[src/rtl/core/gnom_pkg.sv]
package gnom_pkg;

    typedef enum logic [2:0] {
        OUT_UPDATED   = 3'd0,
        OUT_ADDED     = 3'd1,
        OUT_QUOTA     = 3'd2,
        OUT_FULL      = 3'd3,
        OUT_INVALID   = 3'd4,
        OUT_COUNT_SET = 3'd5
    } outcome_t;

    typedef enum logic {
        ACT_DETECT    = 1'b0,
        ACT_SET_COUNT = 1'b1
    } action_t;

    typedef enum logic [2:0] {
        ST_CLEAR,
        ST_IDLE,
        ST_SCAN,
        ST_DRAIN,
        ST_DECIDE
    } state_t;

    typedef struct packed {
        logic               action;
        logic [6:0]         cls_id;
        logic signed [19:0] pos_x;
        logic signed [19:0] pos_y;
        logic signed [19:0] pos_z;
        logic [15:0]        size_x;
        logic [15:0]        size_y;
        logic [15:0]        size_z;
        logic               position_valid;
        logic [6:0]         quota_count;
    } in_item_t;

    typedef struct packed {
        outcome_t   outcome;
        logic [5:0] entry_index;
        logic [6:0] class_count;
        logic [6:0] occupancy;
    } out_item_t;

    typedef struct packed {
        logic [6:0]         cls_id;
        logic signed [19:0] pos_x;
        logic signed [19:0] pos_y;
        logic signed [19:0] pos_z;
        logic [15:0]        size_x;
        logic [15:0]        size_y;
        logic [15:0]        size_z;
    } entry_t;

    // Control that travels alongside a distance through the pipeline
    typedef struct packed {
        logic valid;
        logic hit;
    } dist_tag_t;

    localparam int DIFF_W = 21;
    localparam int SQ_W   = 2 * DIFF_W;
    localparam int DIST_W = SQ_W + 2;

endpackage

[src/rtl/core/gnom_dist.sv]
module gnom_dist (
    input  logic                          clk,
    input  logic                          rst_n,
    input  gnom_pkg::dist_tag_t           tag_in,
    input  gnom_pkg::entry_t              entry,
    input  gnom_pkg::in_item_t            det,
    output gnom_pkg::dist_tag_t           tag_out,
    output logic [gnom_pkg::DIST_W-1:0]   dist2
);

    gnom_pkg::dist_tag_t tag1_reg, tag2_reg;
    logic signed [gnom_pkg::DIFF_W-1:0] dx, dy, dz;
    logic [gnom_pkg::DIFF_W-1:0] ax_reg, ay_reg, az_reg;
    logic [gnom_pkg::SQ_W-1:0] sx_reg, sy_reg, sz_reg;

    // Signed differences per axis
    assign dx = gnom_pkg::DIFF_W'(entry.pos_x) - gnom_pkg::DIFF_W'(det.pos_x);
    assign dy = gnom_pkg::DIFF_W'(entry.pos_y) - gnom_pkg::DIFF_W'(det.pos_y);
    assign dz = gnom_pkg::DIFF_W'(entry.pos_z) - gnom_pkg::DIFF_W'(det.pos_z);

    // Advance the tag through both stages
    always_ff @(posedge clk or negedge rst_n)
    begin
        if (!rst_n)
        begin
            tag1_reg <= '0;
            tag2_reg <= '0;
        end
        else
        begin
            tag1_reg <= tag_in;
            tag2_reg <= tag1_reg;
        end
    end

    // Stage one: magnitudes; stage two: squares
    always_ff @(posedge clk)
    begin
        ax_reg <= dx[gnom_pkg::DIFF_W-1] ? -dx : dx;
        ay_reg <= dy[gnom_pkg::DIFF_W-1] ? -dy : dy;
        az_reg <= dz[gnom_pkg::DIFF_W-1] ? -dz : dz;
        sx_reg <= gnom_pkg::SQ_W'(ax_reg) * gnom_pkg::SQ_W'(ax_reg);
        sy_reg <= gnom_pkg::SQ_W'(ay_reg) * gnom_pkg::SQ_W'(ay_reg);
        sz_reg <= gnom_pkg::SQ_W'(az_reg) * gnom_pkg::SQ_W'(az_reg);
    end

    assign tag_out = tag2_reg;
    assign dist2   = gnom_pkg::DIST_W'(sx_reg) + gnom_pkg::DIST_W'(sy_reg)
                   + gnom_pkg::DIST_W'(sz_reg);

endmodule
[config.mk]
export PLATFORM = sky130hd
export DESIGN_NAME = gnom_dist
export DESIGN_NICKNAME = d
export VERILOG_FILES = /design/src/rtl/core/gnom_pkg.sv /design/src/rtl/core/gnom_dist.sv
export SDC_FILE = /design/constraint.sdc
export NUM_CORES = 2
export LEC_CHECK = 0
export BUFFER_PORTS_ARGS = -buffer_cell sky130_fd_sc_hd__buf_2
export CAP_MARGIN = 20
export CORE_MARGIN = 4
export CORE_UTILIZATION = 55
export CTS_CLUSTER_SIZE = 10
export DETAILED_ROUTE_END_ITERATION = 8
export PLACE_DENSITY = 0.73
export SYNTH_ARGS = -nofsm -noshare
export SYNTH_HDL_FRONTEND = slang
export SYNTH_SLANG_ARGS = --single-unit
[constraint.sdc]
create_clock -name clk -period 8.5 [get_ports clk]
set_input_delay 1.275 -clock clk [delete_from_list [all_inputs] [get_ports clk]]
set_output_delay 1.275 -clock clk [all_outputs]
set_load 0.01 [all_outputs]
# Word level (Yosys, flattened, before mapping)
# Cells that the tools add are included.
[op_classes] n_reduce_logical=0 mux=3 n_div=0 shifts=0 bitwise=0 multipliers=3 n_addsub=8 eq_ne=0 order_cmp=0
[ops] cell="$mul 21x21->42" count=3
[ops] cell="$neg 21->21" count=3
[ops] cell="$sub 20x20->21" count=3
[ops] cell="$mux 20" count=3
[ops] cell="$add 44x42->44" count=1
[ops] cell="$add 42x42->43" count=1
[word_totals] ramBits=0 elab_cells=27 out_inout_bits=46 latch_bits=0 n_memories=0 ff_bits=193 input_bits=243 mem_bits_ro=0

# Longest topological paths before layout
[logic_depth] ltp_word=3 depth_mapped=29 mapped_depth_nobuf=28

# Worst setup path before layout
# No wires, ideal clock.
[synth_path] kind="flip-flop to flip-flop" start="register ax_reg[8] in the netlist's numbering" end="register sx_reg[35] in the netlist's numbering" required_time_ns=8.428 path_buffers=3 setup_ns=0.072 setup_slack_ns=1.393 synth_period_minus_slack_ns=7.107 path_stages_with_launch=30 t_arrival_ns=7.035 cell_sequence="dfxtp_1 -> clkbuf_1 -> clkbuf_1 -> nand2_1 -> fa_1 -> inv_1 -> fa_1 -> inv_1 -> fa_1 -> inv_1 -> fa_1 -> inv_1 -> fa_1 -> inv_1 -> fa_1 -> inv_1 -> fa_1 -> inv_1 -> ha_1 -> clkbuf_1 -> and3_1 -> o21ai_0 -> a21boi_0 -> o311a_1 -> o2111a_1 -> nor3_1 -> o21ai_0 -> a21o_1 -> a21oi_1 -> xnor2_1"
[synth_via] elab_chain_cells=1
[synth_rtl] item="from (decl)" line="gnom_dist.sv:13" rtl="logic [gnom_pkg::DIFF_W-1:0] ax_reg, ay_reg, az_reg;"
[synth_rtl] item="from (signal assigned)" line="gnom_dist.sv:39" rtl="ax_reg <= dx[gnom_pkg::DIFF_W-1] ? -dx : dx;"
[synth_rtl] item="$mul 21x21->42" line="gnom_dist.sv:42" rtl="sx_reg <= gnom_pkg::SQ_W'(ax_reg) * gnom_pkg::SQ_W'(ax_reg);"
[synth_rtl] item="to (signal assigned)" line="gnom_dist.sv:42"
[synth_rtl] item="to (decl)" line="gnom_dist.sv:14" rtl="logic [gnom_pkg::SQ_W-1:0] sx_reg, sy_reg, sz_reg;"
# No other way between the ends.
# A chain may end at the register's enable or synchronous reset.

# Worst setup path in the final report
[layout_path] start="register az_reg[13] in the netlist's numbering" end="register sz_reg[40] in the netlist's numbering"
[layout_via] elab_chain_cells=1
[layout_rtl] item="from (decl)" line="gnom_dist.sv:13"
[layout_rtl] item="from (signal assigned)" line="gnom_dist.sv:41" rtl="az_reg <= dz[gnom_pkg::DIFF_W-1] ? -dz : dz;"
[layout_rtl] item="$mul 21x21->42" line="gnom_dist.sv:44" rtl="sz_reg <= gnom_pkg::SQ_W'(az_reg) * gnom_pkg::SQ_W'(az_reg);"
[layout_rtl] item="to (signal assigned)" line="gnom_dist.sv:44"
[layout_rtl] item="to (decl)" line="gnom_dist.sv:14"
# No other way between the ends.

==> metrics <==
kind of critical path flip-flop to flip-flop; Final WS setup 0.780 ns; Worst Max-Slew Pin Slew 1.08 ns; crit start category flip-flop; top-count cell post-synth inv_1; post-CTS sizing 0; critical-path maximum fanout 21; most used cell, CP fa_1; Synth Instances 5,280; asr flop ratio synth 2.11%; via count 34,700; antenna-violating nets left 0; post-CTS setup buffer count 0; endpoints failing setup 0; DRT Wirelength 106 mm; Worst Skew 0.0221 ns; yosys warns 0; clock root buffer clkbuf_16; CTS buffer count 17; CTS HTree Levels 4; top cell type's share of synthesized area 40.6%; PortBufs 169; initial antenna violation count 2; row cnt 108; CTS tree built; ys flop type dfxtp_1; All-Layer GR Usage 24.0%; Final Hold Viols 0; Hold-fix buffers, CTS 0; cell area after synthesis 48,100 sq um; top post-synthesis cells by area fa_1 (41%), ha_1 (15%), inv_1 (10%); largest area contributor in the netlist fa_1; P&R area growth vs syn 5.88%; Post-synth EDFFs 0; Worst-Skew Late Latency 0.51 ns; Hold Path Class flip-flop to flip-flop; critical path's slowest cell dfxtp_1; RSZ-0062 raised after global routing false; worst slack, placed 0.859 ns; first-pass GRT wire length 182 mm; RD Place Congestion 0.896; first drt pass iteration count 5; syn avg cell area 9.11 sq um; register area share after synthesis 7.95%; status completed; Die ar. 92,300 sq um; Worst path max stage delay 0.96 ns; Max-Slew Margin vs Limit 28.0%; Distinct cells, synth 85; ratio of cells with drive above 1 in the final layout 5.85%; fin crit share 90.8%; clock-pin slew on the worst setup and hold paths 0.08 ns; CTS sink count 190; Clock Tree Buf Depth 2; max-cap viol count 0; post-DP HPWL 91.5 mm; Starting Density 55.5%; area of the core 86,800 sq um; DR iter-0 viols 1,963; CP required 8.93 ns; grt total ovfl 0; Final Util 58.7%; DRC viols 0; fmax 0.130 GHz; DR WL/cell 16.2 microns; nature of the critical path endpoint flip-flop; routed vias/inst 5.28; Final Net Count 7,168; # IOs 289; vias in the first global route 37,400; #FFs+latches synth 190; Die Height 304 microns; largest net degree at the start of global routing 23; crit path time final 7.72 ns; Arr. time, crit path 8.15 ns; Synth top cells by count inv_1 (1,336), fa_1 (975), ha_1 (562), nand2_1 (462), and2_1 (247); Die Wd 304 microns; setup TNS 0 ns; Slew Viols, Final 0; critical-path cell list nand2_1 -> inv_1 -> fa_1 -> fa_1 -> inv_1 -> fa_1 -> inv_1 -> fa_1 -> fa_1 -> fa_1 -> inv_1 -> fa_1 -> inv_1 -> ha_1 -> o211a_1 -> o21ai_0 -> o21ai_0 -> o31ai_1 -> o221ai_1 -> a31oi_1 -> o31ai_1 -> o21a_1 -> a41oi_1 -> xnor2_1
worst max-delay path, delay by kind of cell, from the launching register on:
family	cells	cell delay (ns)
flip-flops	1	0.96
buffers and inverters	5	0.31
adder cells (fa/ha/maj)	8	3.77
AO/OA/AOI/OAI	9	2.25
AND/OR/NAND/NOR	1	0.21
XOR/XNOR	1	0.14
kinds of logic after synthesis:
kind of cell,count (synthesis),share of synthesized area (%)
AOI/OAI and AO/OA,638,8.62
xor gates and xnor gates,273,4.97
adders and majority gates,1537,55.2
buffers and inverters,1484,11.6
DFF,190,7.95
muxes,7,0.159
other,1,0.00779
and+or+nand+nor,1150,11.5
cell usage in the layout (no fill, tap or decap), types with 104 or more instances in the layout:
cell type / synthesis / layout
a21oi_1: 203 / 203
xnor2_1: 176 / 176
fa_1: 975 / 975
and2_1: 247 / 247
o21ai_0: 104 / 104
nand2_1: 462 / 462
buf_2: 1 / 169
inv_1: 1336 / 1336
ha_1: 562 / 562
nor2_1: 190 / 190
dfxtp_1: 186 / 186
layout make-up:
type,instances,area [sq um]
Clock buffer,18,429
Antenna cell,3,7.51
Sequential cell,190,3820
Fill cell,7563,35800
Timing Repair Buffer,235,1340
Tap cell,1155,1450
Inverter,1336,5010
Clock inverter,14,169
Multi-Input combinational cell,3608,38700
stage by stage:
stage	hold WS (ns)	instances	area, sq um
after floorplan	0.331	5282	48100
after global placement	0.333	6524	50300
after detailed placement	0.348	6524	50300
after CTS	0.358	6556	50900
after global routing	0.380	6556	50900
final	0.357	6559	50900
worst paths after layout:
kind / endpoint / cells after the start / slack (ns) / from
worst min-delay path: tag_out[1]$_DFF_PN0_ / 0 / 0.36 / tag1_reg[1]$_DFF_PN0_
worst max register to register: sz_reg[40]$_DFF_P_ / 24 / 0.78 / az_reg[13]$_DFF_P_
max in group asynchronous: tag1_reg[0]$_DFF_PN0_ / 1 / 7.83 / rst_n
min in group asynchronous: tag_out[0]$_DFF_PN0_ / 1 / 0.55 / rst_n
worst min register to register: tag_out[1]$_DFF_PN0_ / 0 / 0.36 / tag1_reg[1]$_DFF_PN0_
worst max-delay path: sz_reg[40]$_DFF_P_ / 24 / 0.78 / az_reg[13]$_DFF_P_
per-layer routing:
| layer | track usage, % | routed length [microns] | part of all wire, % | vias to the layer above |
|---|---|---|---|---|
| li1 | - | - | - | 16300 |
| met2 | 42.0 | 53000 | 50 | 825 |
| met1 | 31.8 | 45400 | 43 | 17300 |
| met3 | 2.77 | 4970 | 4.7 | 173 |
| met5 | 0 | 0 | 0 | - |
| met4 | 6.90 | 3070 | 2.9 | 0 |
Power is left out: the tool's default activity adds up to more than one toggle a clock period on the data nets, which glitch-free logic cannot reach.
