## src/rtl/core/gnom_pkg.sv

```systemverilog
package gnom_pkg;

    typedef enum logic [2:0] {
        OUT_UPDATED   = 3'd0,
        OUT_ADDED     = 3'd1,
        OUT_QUOTA     = 3'd2,
        OUT_FULL      = 3'd3,
        OUT_INVALID   = 3'd4,
        OUT_COUNT_SET = 3'd5
    } outcome_t;

    typedef enum logic {
        ACT_DETECT    = 1'b0,
        ACT_SET_COUNT = 1'b1
    } action_t;

    typedef enum logic [2:0] {
        ST_CLEAR,
        ST_IDLE,
        ST_SCAN,
        ST_DRAIN,
        ST_DECIDE
    } state_t;

    typedef struct packed {
        logic               action;
        logic [6:0]         cls_id;
        logic signed [19:0] pos_x;
        logic signed [19:0] pos_y;
        logic signed [19:0] pos_z;
        logic [15:0]        size_x;
        logic [15:0]        size_y;
        logic [15:0]        size_z;
        logic               position_valid;
        logic [6:0]         quota_count;
    } in_item_t;

    typedef struct packed {
        outcome_t   outcome;
        logic [5:0] entry_index;
        logic [6:0] class_count;
        logic [6:0] occupancy;
    } out_item_t;

    typedef struct packed {
        logic [6:0]         cls_id;
        logic signed [19:0] pos_x;
        logic signed [19:0] pos_y;
        logic signed [19:0] pos_z;
        logic [15:0]        size_x;
        logic [15:0]        size_y;
        logic [15:0]        size_z;
    } entry_t;

    // Control that travels alongside a distance through the pipeline
    typedef struct packed {
        logic valid;
        logic hit;
    } dist_tag_t;

    localparam int DIFF_W = 21;
    localparam int SQ_W   = 2 * DIFF_W;
    localparam int DIST_W = SQ_W + 2;

endpackage

```

## src/rtl/core/gnom_cell.sv

```systemverilog
module gnom_cell (
    input  logic              clk,
    input  logic              shift_en,
    input  logic              load_en,
    input  gnom_pkg::entry_t  load_data,
    input  gnom_pkg::entry_t  next_data,
    output gnom_pkg::entry_t  data
);

    gnom_pkg::entry_t data_reg;

    // Load a new entry, or take the neighbor's entry while the ring rotates
    always_ff @(posedge clk)
    begin
        if (load_en)
        begin
            data_reg <= load_data;
        end
        else if (shift_en)
        begin
            data_reg <= next_data;
        end
    end

    assign data = data_reg;

endmodule

```

## config.mk

```make
export PLATFORM = sky130hd
export DESIGN_NAME = gnom_cell
export DESIGN_NICKNAME = d
export VERILOG_FILES = /design/src/rtl/core/gnom_pkg.sv /design/src/rtl/core/gnom_cell.sv
export SDC_FILE = /design/constraint.sdc
export NUM_CORES = 1
export LEC_CHECK = 0
export BUFFER_PORTS_ARGS = -buffer_cell sky130_fd_sc_hd__clkbuf_2
export CAP_MARGIN = 20
export CORE_AREA = 2 2 137 139
export CTS_BUF_LIST = sky130_fd_sc_hd__clkbuf_4 sky130_fd_sc_hd__clkbuf_8
export DETAILED_ROUTE_END_ITERATION = 6
export DIE_AREA = 0 0 139 141
export PLACE_DENSITY_LB_ADDON = 0.3
export SLEW_MARGIN = 40
export SYNTH_ARGS = -nofsm -noshare
export SYNTH_HDL_FRONTEND = slang
export SYNTH_SLANG_ARGS = --single-unit
```

## constraint.sdc

```tcl
create_clock -name clk -period 7.7 [get_ports clk]
set_clock_uncertainty 0.2 [all_clocks]
set_input_delay 1.54 -clock clk [delete_from_list [all_inputs] [get_ports clk]]
set_output_delay 1.54 -clock clk [all_outputs]
set_load 0.01 [all_outputs]
```

# Word level (Yosys, flattened, before mapping)
# Index checks and enable logic that the tools add are counted.
[word_totals]
ff_bits = 115
latchBits = 0
ram_bits = 0
rom_bits = 0
input_bits = 233
output_inout_bits = 115
word_cells = 10
memories = 0
[classes]
n_addsub = 0
mul = 0
div = 0
magnitude_cmp = 0
eq_ne = 0
n_shift = 0
n_mux = 2
bitwise_logic = 0
reduce_logical = 1
[op_table]
columns = ["cell", "count"]
rows = [
  ["$mux 115", 2],
  ["$reduce_bool 2->1", 1],
]

# Logic depth before layout (Yosys ltp)
# Gate-level depths: netlist of run 1.
[depth]
depth_word = 2
mapped_depth = 4
mapped_depth_nobuf = 1

# Worst setup path before layout of run 1
# Ideal clock, no wire load.
[synth_path]
path_type = "input-to-reg"
start = "in load_en"
end = "reg data_reg, in the netlist data[0], enable pin"
arrival_time_ns = 4.482
path_slack_ns = 2.537
path_stages = 4
path_buffers = 3
cell_sequence = "buf_6 > buf_6 > buf_6 > or2_1"
[synth_via]
elab_chain_cells = 1
[synth_lines]
columns = ["item", "line_no", "rtl"]
rows = [
  ["start, declared", "gnom_cell.sv:4", "input logic load_en,"],
  ["$reduce_bool 2->1 (no line)", "n/a", ""],
  ["end signal, assigned", "gnom_cell.sv:17", "data_reg <= load_data;"],
  ["end signal, assigned", "gnom_cell.sv:21", "data_reg <= next_data;"],
  ["end, declared", "gnom_cell.sv:10", "gnom_pkg::entry_t data_reg;"],
]
# No other way between the ends.
# A chain may end at the register's enable or synchronous reset.

# Worst setup path after layout of run 1
[layout_path]
start = "in load_en"
end = "reg data_reg, in the netlist data[97], enable pin"
# Same word-level chain as after synthesis.

==> results.sh, run 1 <==
export IMPL_rsz0062_at_grt="no"
export IMPL_htree_levels=4
export IMPL_grt_pass1_vias=3733
export IMPL_synthMostInstantiatedCell="sky130_fd_sc_hd__edfxtp_1"
export IMPL_route_antenna_remaining_nets=0
export IMPL_worst_setup_hold_path_clk_slew_ns=0.07
export IMPL_end_kind="flop"
export IMPL_slew_viol_final=0
export IMPL_fp_row_count=50
export IMPL_cts_repair_resize_count=0
export IMPL_postSynthAreaPerCell_sq_um=20.5
export IMPL_synth_sequential_area_ratio_pct=69.0
export IMPL_fmax_mhz=273
export IMPL_critPathRequiredTime_ns=7.55
export IMPL_area_growth_pct=46.7
export IMPL_postSynth_topFlopCell="sky130_fd_sc_hd__edfxtp_1"
export IMPL_ys_top_cells_by_area="sky130_fd_sc_hd__edfxtp_1 (69%), sky130_fd_sc_hd__mux2_2 (17%), sky130_fd_sc_hd__mux2_4 (12%)"
export IMPL_yosys_area_share_simple_pct=0.125
export IMPL_post_synthesis_instance_total=244
export IMPL_post_synth_mux_area_share_pct=28.8
export IMPL_num_vias=3466
export IMPL_syn_num_nets=477
export IMPL_worst_hold_path_type="input pin to flop"
export IMPL_final_nets=832
export IMPL_cts_num_sinks=115
export IMPL_top_level_ports=348
export IMPL_antenna_found_initial=0
export IMPL_yosys_warnings=0
export IMPL_grt_max_degree=62
export IMPL_synth_compound_gate_area_share_pct=0
export IMPL_cts_post_setup_buffers_inserted=0
export IMPL_timing_hold_worst_start="next_data[104]"
export IMPL_relative_slew_slack_pct=48.9
export IMPL_ctsLongestPathBuffers=2
export IMPL_synth_xor_area_share_pct=0
export IMPL_area_share_of_fa_ha_maj_cells_after_synthesis_pct=0
export IMPL_setup_violations_final=0
export IMPL_port_buffers=347
export IMPL_drc_violations_left=0
export IMPL_critical_path_start_type="input pin"
export IMPL_p_leak_nw=3.43
export IMPL_report_final_hold_viol_count=0
export IMPL_cts_tree="done"
export IMPL_finalCriticalPeriod_ns=3.67
export IMPL_route_detailed_wl_per_inst_um=15.0
export IMPL_chipWidth_um=139
export IMPL_flip_flop_count_of_the_largest_register_all_copies_and_words_added=115
export IMPL_global_route_wire_length_before_repair_um=18800
export IMPL_synth_largest_type_area_fraction_pct=69.0
export IMPL_main_combinational_cell_family_by_area_after_synthesis="multiplexers"
export IMPL_pre_cts_ws_ns=3.30
export IMPL_synth_ff_latch_count=115
export IMPL_critical_path_class="input pin to flop"
export IMPL_n_antenna_cell=0
export IMPL_synth_area_sq_um=5000
export IMPL_async_flop_share_pct=0
export IMPL_netlist_top_cell_by_area="sky130_fd_sc_hd__edfxtp_1"
export IMPL_chipHeight_um=141
export IMPL_timing_critical_path_fanout_max=61
export IMPL_critPathArrivalTime_ns=3.51
export IMPL_synthTopCellsByCount="sky130_fd_sc_hd__edfxtp_1 (115), sky130_fd_sc_hd__mux2_2 (76), sky130_fd_sc_hd__mux2_4 (39)"
export IMPL_power_per_cell_area_nw_per_um2=217
export IMPL_total_power_mw=1.60
export IMPL_cts_hold_fix_buffers=0
export IMPL_ir_drop_mv=0.0999
export IMPL_worst_setup_path_startpoint="load_en"
export IMPL_numCtsBuffers=17
export IMPL_grt_usage_pct=12.4
export IMPL_overflow=0
export IMPL_status="complete, no violations"
export IMPL_max_cap_viols=0
export IMPL_fillers=1761
export IMPL_area_of_the_die_sq_um=19600
export IMPL_netlist_cell_type_count=6
export IMPL_floorplan_core_area_sq_um=18300
export IMPL_number_of_enable_flip_flop_cells_after_synthesis=115
export IMPL_final_layout_size_suffix_gt1_share_pct=80.5
export IMPL_dr_pass1_iters=5
export IMPL_detail_route_vias_per_cell=4.10
export IMPL_initial_utilization_pct=27.4
export IMPL_period_share_pct=47.6
export IMPL_drt_iter0_drc=98
export IMPL_final_hpwl_from_detailed_placement_um=9880
export IMPL_setup_slack_ns=4.03
export IMPL_setup_total_negative_slack_ns=0
export IMPL_wirelength_um=12700
export IMPL_place_congestion=0.779
export IMPL_clock_tree_root_cell="sky130_fd_sc_hd__clkbuf_8"
export IMPL_worstMarginPinSlew_ns=0.766
[final cells by class]
cell class	count	area [sq um]	share of cell area [%]
repair buffers	349	1760	24.0
clock inverters	13	143	1.94
flip-flops and latches	115	3450	47.0
well taps	234	293	3.99
multi-input cells	116	1450	19.8
clock buffers	18	241	3.29
[worst max-delay path, stage by stage]
cell and delay (ns):
sky130_fd_sc_hd__buf_6 0.45, sky130_fd_sc_hd__or2_4 0.74, sky130_fd_sc_hd__buf_4 0.72
[routing by layer]
layer	routed length (um)	vias to the layer above	part of all wire [%]	global-route usage, %
met5	0	-	0	0
met4	285	0	2.2	5.79
met3	1220	21	9.6	5.06
met2	6610	213	52	22.2
met1	4580	1560	36	12.8
li1	-	1672	-	-
[logic make-up (layout without fill, tap and decap cells)]
logic type / after synthesis / count (layout)
buffers and inverters: 13 / 380
flip-flops: 115 / 115
AND/OR/NAND/NOR: 1 / 1
multiplexers: 115 / 115
[report_power, final]
| group | total [mW] | switching (mW) | internal [mW] |
|---|---|---|---|
| sequential | 0.789 | 0.0195 | 0.769 |
| combinational | 0.255 | 0.118 | 0.137 |
| clock | 0.552 | 0.238 | 0.315 |
[stage by stage]
step | hold slack, ns | utilization (%) | cell area, sq um | std cells
2_1_floorplan | 1.56 | - | 5000 | 244
3_3_place_gp | 1.64 | 38.0 | 6950 | 814
3_5_place_dp | 1.64 | 38.0 | 6950 | 814
4_1_cts | 1.17 | 40.2 | 7330 | 845
5_1_grt | 1.17 | 40.2 | 7340 | 845
6_report | 1.21 | 40.2 | 7340 | 845
[cell usage in the layout, fill, tap and decap left out]
| cell | n |
|---|---|
| sky130_fd_sc_hd__buf_6 | 2 |
| sky130_fd_sc_hd__clkbuf_2 | 346 |
| sky130_fd_sc_hd__edfxtp_1 | 115 |
| sky130_fd_sc_hd__bufinv_16 | 3 |
| sky130_fd_sc_hd__or2_4 | 1 |
| sky130_fd_sc_hd__clkinv_1 | 4 |
| sky130_fd_sc_hd__clkinvlp_4 | 3 |
| sky130_fd_sc_hd__mux2_4 | 39 |
| sky130_fd_sc_hd__buf_4 | 1 |
| sky130_fd_sc_hd__mux2_2 | 76 |
| sky130_fd_sc_hd__clkinv_2 | 3 |
| sky130_fd_sc_hd__clkbuf_8 | 17 |
| sky130_fd_sc_hd__clkbuf_4 | 1 |
[worst paths after layout]
check | to | slack (ns) | depth (start not counted)
max | data[97] | 4.03 | 3
min | data[104] | 1.21 | 2
(Power assumes the default switching activity.)
==> inputs of run 2 (changes only) <==
- ABC_AREA: not set -> 1
- CORE_AREA: 2 2 137 139 -> 2 2 136 138
- DIE_AREA: 0 0 139 141 -> 0 0 138 140
- clock period: 7.7 -> 3.1 ns (I/O delays scaled with it)
==> results.sh, run 2 <==
export IMPL_status="complete, no violations"
export IMPL_worst_setup_hold_path_clk_slew_ns=0.07
export IMPL_route_antenna_remaining_nets=0
export IMPL_chipWidth_um=138
export IMPL_critPathRequiredTime_ns=2.28
export IMPL_fmax_mhz=548
export IMPL_overflow=0
export IMPL_sequentialPowerShare_pct=51.1
export IMPL_worst_path_max_delay_cell="sky130_fd_sc_hd__edfxtp_1"
export IMPL_initial_utilization_pct=27.7
export IMPL_layout_commonest_cell="sky130_fd_sc_hd__clkbuf_2"
export IMPL_rsz0062_at_grt="no"
export IMPL_relative_slew_slack_pct=52.1
export IMPL_critical_path_start_type="flop"
export IMPL_final_nets=1068
export IMPL_core_utilization_of_the_finished_layout_pct=40.6
export IMPL_route_detailed_wl_per_inst_um=13.5
export IMPL_power_net_switching_mw=1.00
export IMPL_syn_num_nets=720
export IMPL_comb_power_share_pct=16.1
export IMPL_synthTopCellsByCount="sky130_fd_sc_hd__nand2_1 (345), sky130_fd_sc_hd__edfxtp_1 (115), sky130_fd_sc_hd__buf_2 (17)"
export IMPL_slew_viol_final=0
export IMPL_power_report_internal_total_mw=2.82
export IMPL_p_leak_nw=3.87
export IMPL_post_synth_mux_area_share_pct=0
export IMPL_htree_levels=4
export IMPL_critical_path_class="flop to primary output"
export IMPL_n_antenna_cell=0
export IMPL_ctsLongestPathBuffers=2
export IMPL_top_level_ports=348
export IMPL_yosys_warnings=0
export IMPL_fp_row_count=49
export IMPL_power_share_clock_pct=32.8
export IMPL_power_per_cell_area_nw_per_um2=531
export IMPL_netSwitchingFraction_pct=26.2
export IMPL_dr_pass1_iters=6
export IMPL_grt_max_degree=69
export IMPL_numCtsBuffers=17
export IMPL_max_cap_viols=0
export IMPL_path_delay_family="flip-flops"
export IMPL_num_vias=4432
export IMPL_grt_usage_pct=14.9
export IMPL_synth_xor_area_share_pct=0
export IMPL_antenna_found_initial=0
export IMPL_cp_slowest_stage_delay_ns=0.42
export IMPL_postSynthAreaPerCell_sq_um=10.1
export IMPL_cts_hold_fix_buffers=0
export IMPL_postSynth_topFlopCell="sky130_fd_sc_hd__edfxtp_1"
export IMPL_async_flop_share_pct=0
export IMPL_finalCriticalPeriod_ns=1.82
export IMPL_synth_ff_latch_count=115
export IMPL_final_hpwl_from_detailed_placement_um=10900
export IMPL_setup_total_negative_slack_ns=0
export IMPL_worstMarginPinSlew_ns=0.718
export IMPL_clock_tree_root_cell="sky130_fd_sc_hd__clkbuf_8"
export IMPL_area_of_the_die_sq_um=19300
export IMPL_chipHeight_um=140
export IMPL_netlist_cell_type_count=7
export IMPL_timing_critical_path_fanout_max=1
export IMPL_critical_path_buf_inv_count=1
export IMPL_area_share_of_fa_ha_maj_cells_after_synthesis_pct=0
export IMPL_main_combinational_cell_family_by_area_after_synthesis="simple AND/OR/NAND/NOR gates"
export IMPL_detail_route_vias_per_cell=4.12
export IMPL_final_layout_size_suffix_gt1_share_pct=45.6
export IMPL_grt_pass1_vias=4309
export IMPL_drt_iter0_drc=156
export IMPL_cts_repair_resize_count=0
export IMPL_cts_tree="done"
export IMPL_synth_largest_type_area_fraction_pct=70.0
export IMPL_end_kind="primary output"
export IMPL_synth_sequential_area_ratio_pct=70.0
export IMPL_global_route_wire_length_before_repair_um=22200
export IMPL_flip_flop_count_of_the_largest_register_all_copies_and_words_added=115
export IMPL_area_growth_pct=46.3
export IMPL_cts_post_setup_buffers_inserted=0
export IMPL_port_buffers=347
export IMPL_synthMostInstantiatedCell="sky130_fd_sc_hd__nand2_1"
export IMPL_report_final_hold_viol_count=0
export IMPL_wirelength_um=14500
export IMPL_yosys_area_share_simple_pct=26.4
export IMPL_ir_drop_mv=0.217
export IMPL_synth_compound_gate_area_share_pct=0
export IMPL_worst_hold_path_type="input pin to flop"
export IMPL_post_synthesis_instance_total=487
export IMPL_place_congestion=0.777
export IMPL_ys_top_cells_by_area="sky130_fd_sc_hd__edfxtp_1 (70%), sky130_fd_sc_hd__nand2_1 (26%), sky130_fd_sc_hd__buf_2 (1.7%)"
export IMPL_layout_common_cells="sky130_fd_sc_hd__clkbuf_2 (346), sky130_fd_sc_hd__nand2_1 (345), sky130_fd_sc_hd__edfxtp_1 (115), sky130_fd_sc_hd__clkbuf_8 (17), sky130_fd_sc_hd__clkinv_2 (7)"
export IMPL_critPathArrivalTime_ns=1.00
export IMPL_drc_violations_left=0
export IMPL_number_of_enable_flip_flop_cells_after_synthesis=115
export IMPL_total_power_mw=3.83
export IMPL_setup_violations_final=0
export IMPL_floorplan_core_area_sq_um=17800
export IMPL_period_share_pct=58.8
export IMPL_cts_num_sinks=115
export IMPL_timing_critical_path_cells="clkbuf_2"
export IMPL_synth_area_sq_um=4930
export IMPL_netlist_top_cell_by_area="sky130_fd_sc_hd__edfxtp_1"
run 2: layout make-up:
cell class / instances / area [sq um]
clock buffer: 20 / 256
clock inverter: 12 / 91.3
fill: 1826 / 10600
inverter: 1 / 6.26
multi-input combinational: 346 / 1300
sequential: 115 / 3450
tap: 229 / 287
timing repair buffer: 354 / 1820
run 2: final timing paths:
kind | startpoint | endpoint | cells after the start
min | next_data[66] | data[66] | 3
max | data[112] | data[112] | 1
run 2: per-layer routing:
layer	vias to the layer above	routed length [um]	GRT usage [%]
li1	2262	-	-
met1	1901	5740	17.0
met2	248	7060	24.9
met3	21	1400	6.26
met4	0	301	6.02
met5	-	0	0
run 2: power by group through the flow:
| stage | Clock (mW) | Combinational, mW | Sequential, mW |
|---|---|---|---|
| 3_3_place_gp | 0 | 0.635 | 1.98 |
| 3_5_place_dp | 0 | 0.632 | 1.99 |
| 6_report | 1.25 | 0.618 | 1.96 |
| 2_1_floorplan | 0 | 0.170 | 2.09 |
| 4_1_cts | 1.30 | 0.633 | 1.96 |
| 5_1_grt | 1.38 | 0.691 | 1.97 |
run 2: stage by stage:
step,hold slack (ns),area (sq um),worst slack [ns],cells
floorplan,0.599,4930,0.166,487
global placement,0.683,6870,0.924,1045
detailed placement,0.689,6870,0.907,1045
CTS,0.220,7210,1.22,1077
global route,0.220,7210,1.20,1077
finish,0.254,7210,1.28,1077
run 2: tightest hold or removal path, stage by stage:
cell and delay (ns):
sky130_fd_sc_hd__clkbuf_2 0.07, sky130_fd_sc_hd__nand2_1 0.04, sky130_fd_sc_hd__nand2_1 0.04
run 2: logic make-up after synthesis:
| family | after synthesis |
|---|---|
| flip-flops | 115 |
| buffers and inverters | 26 |
| AND/OR/NAND/NOR | 346 |
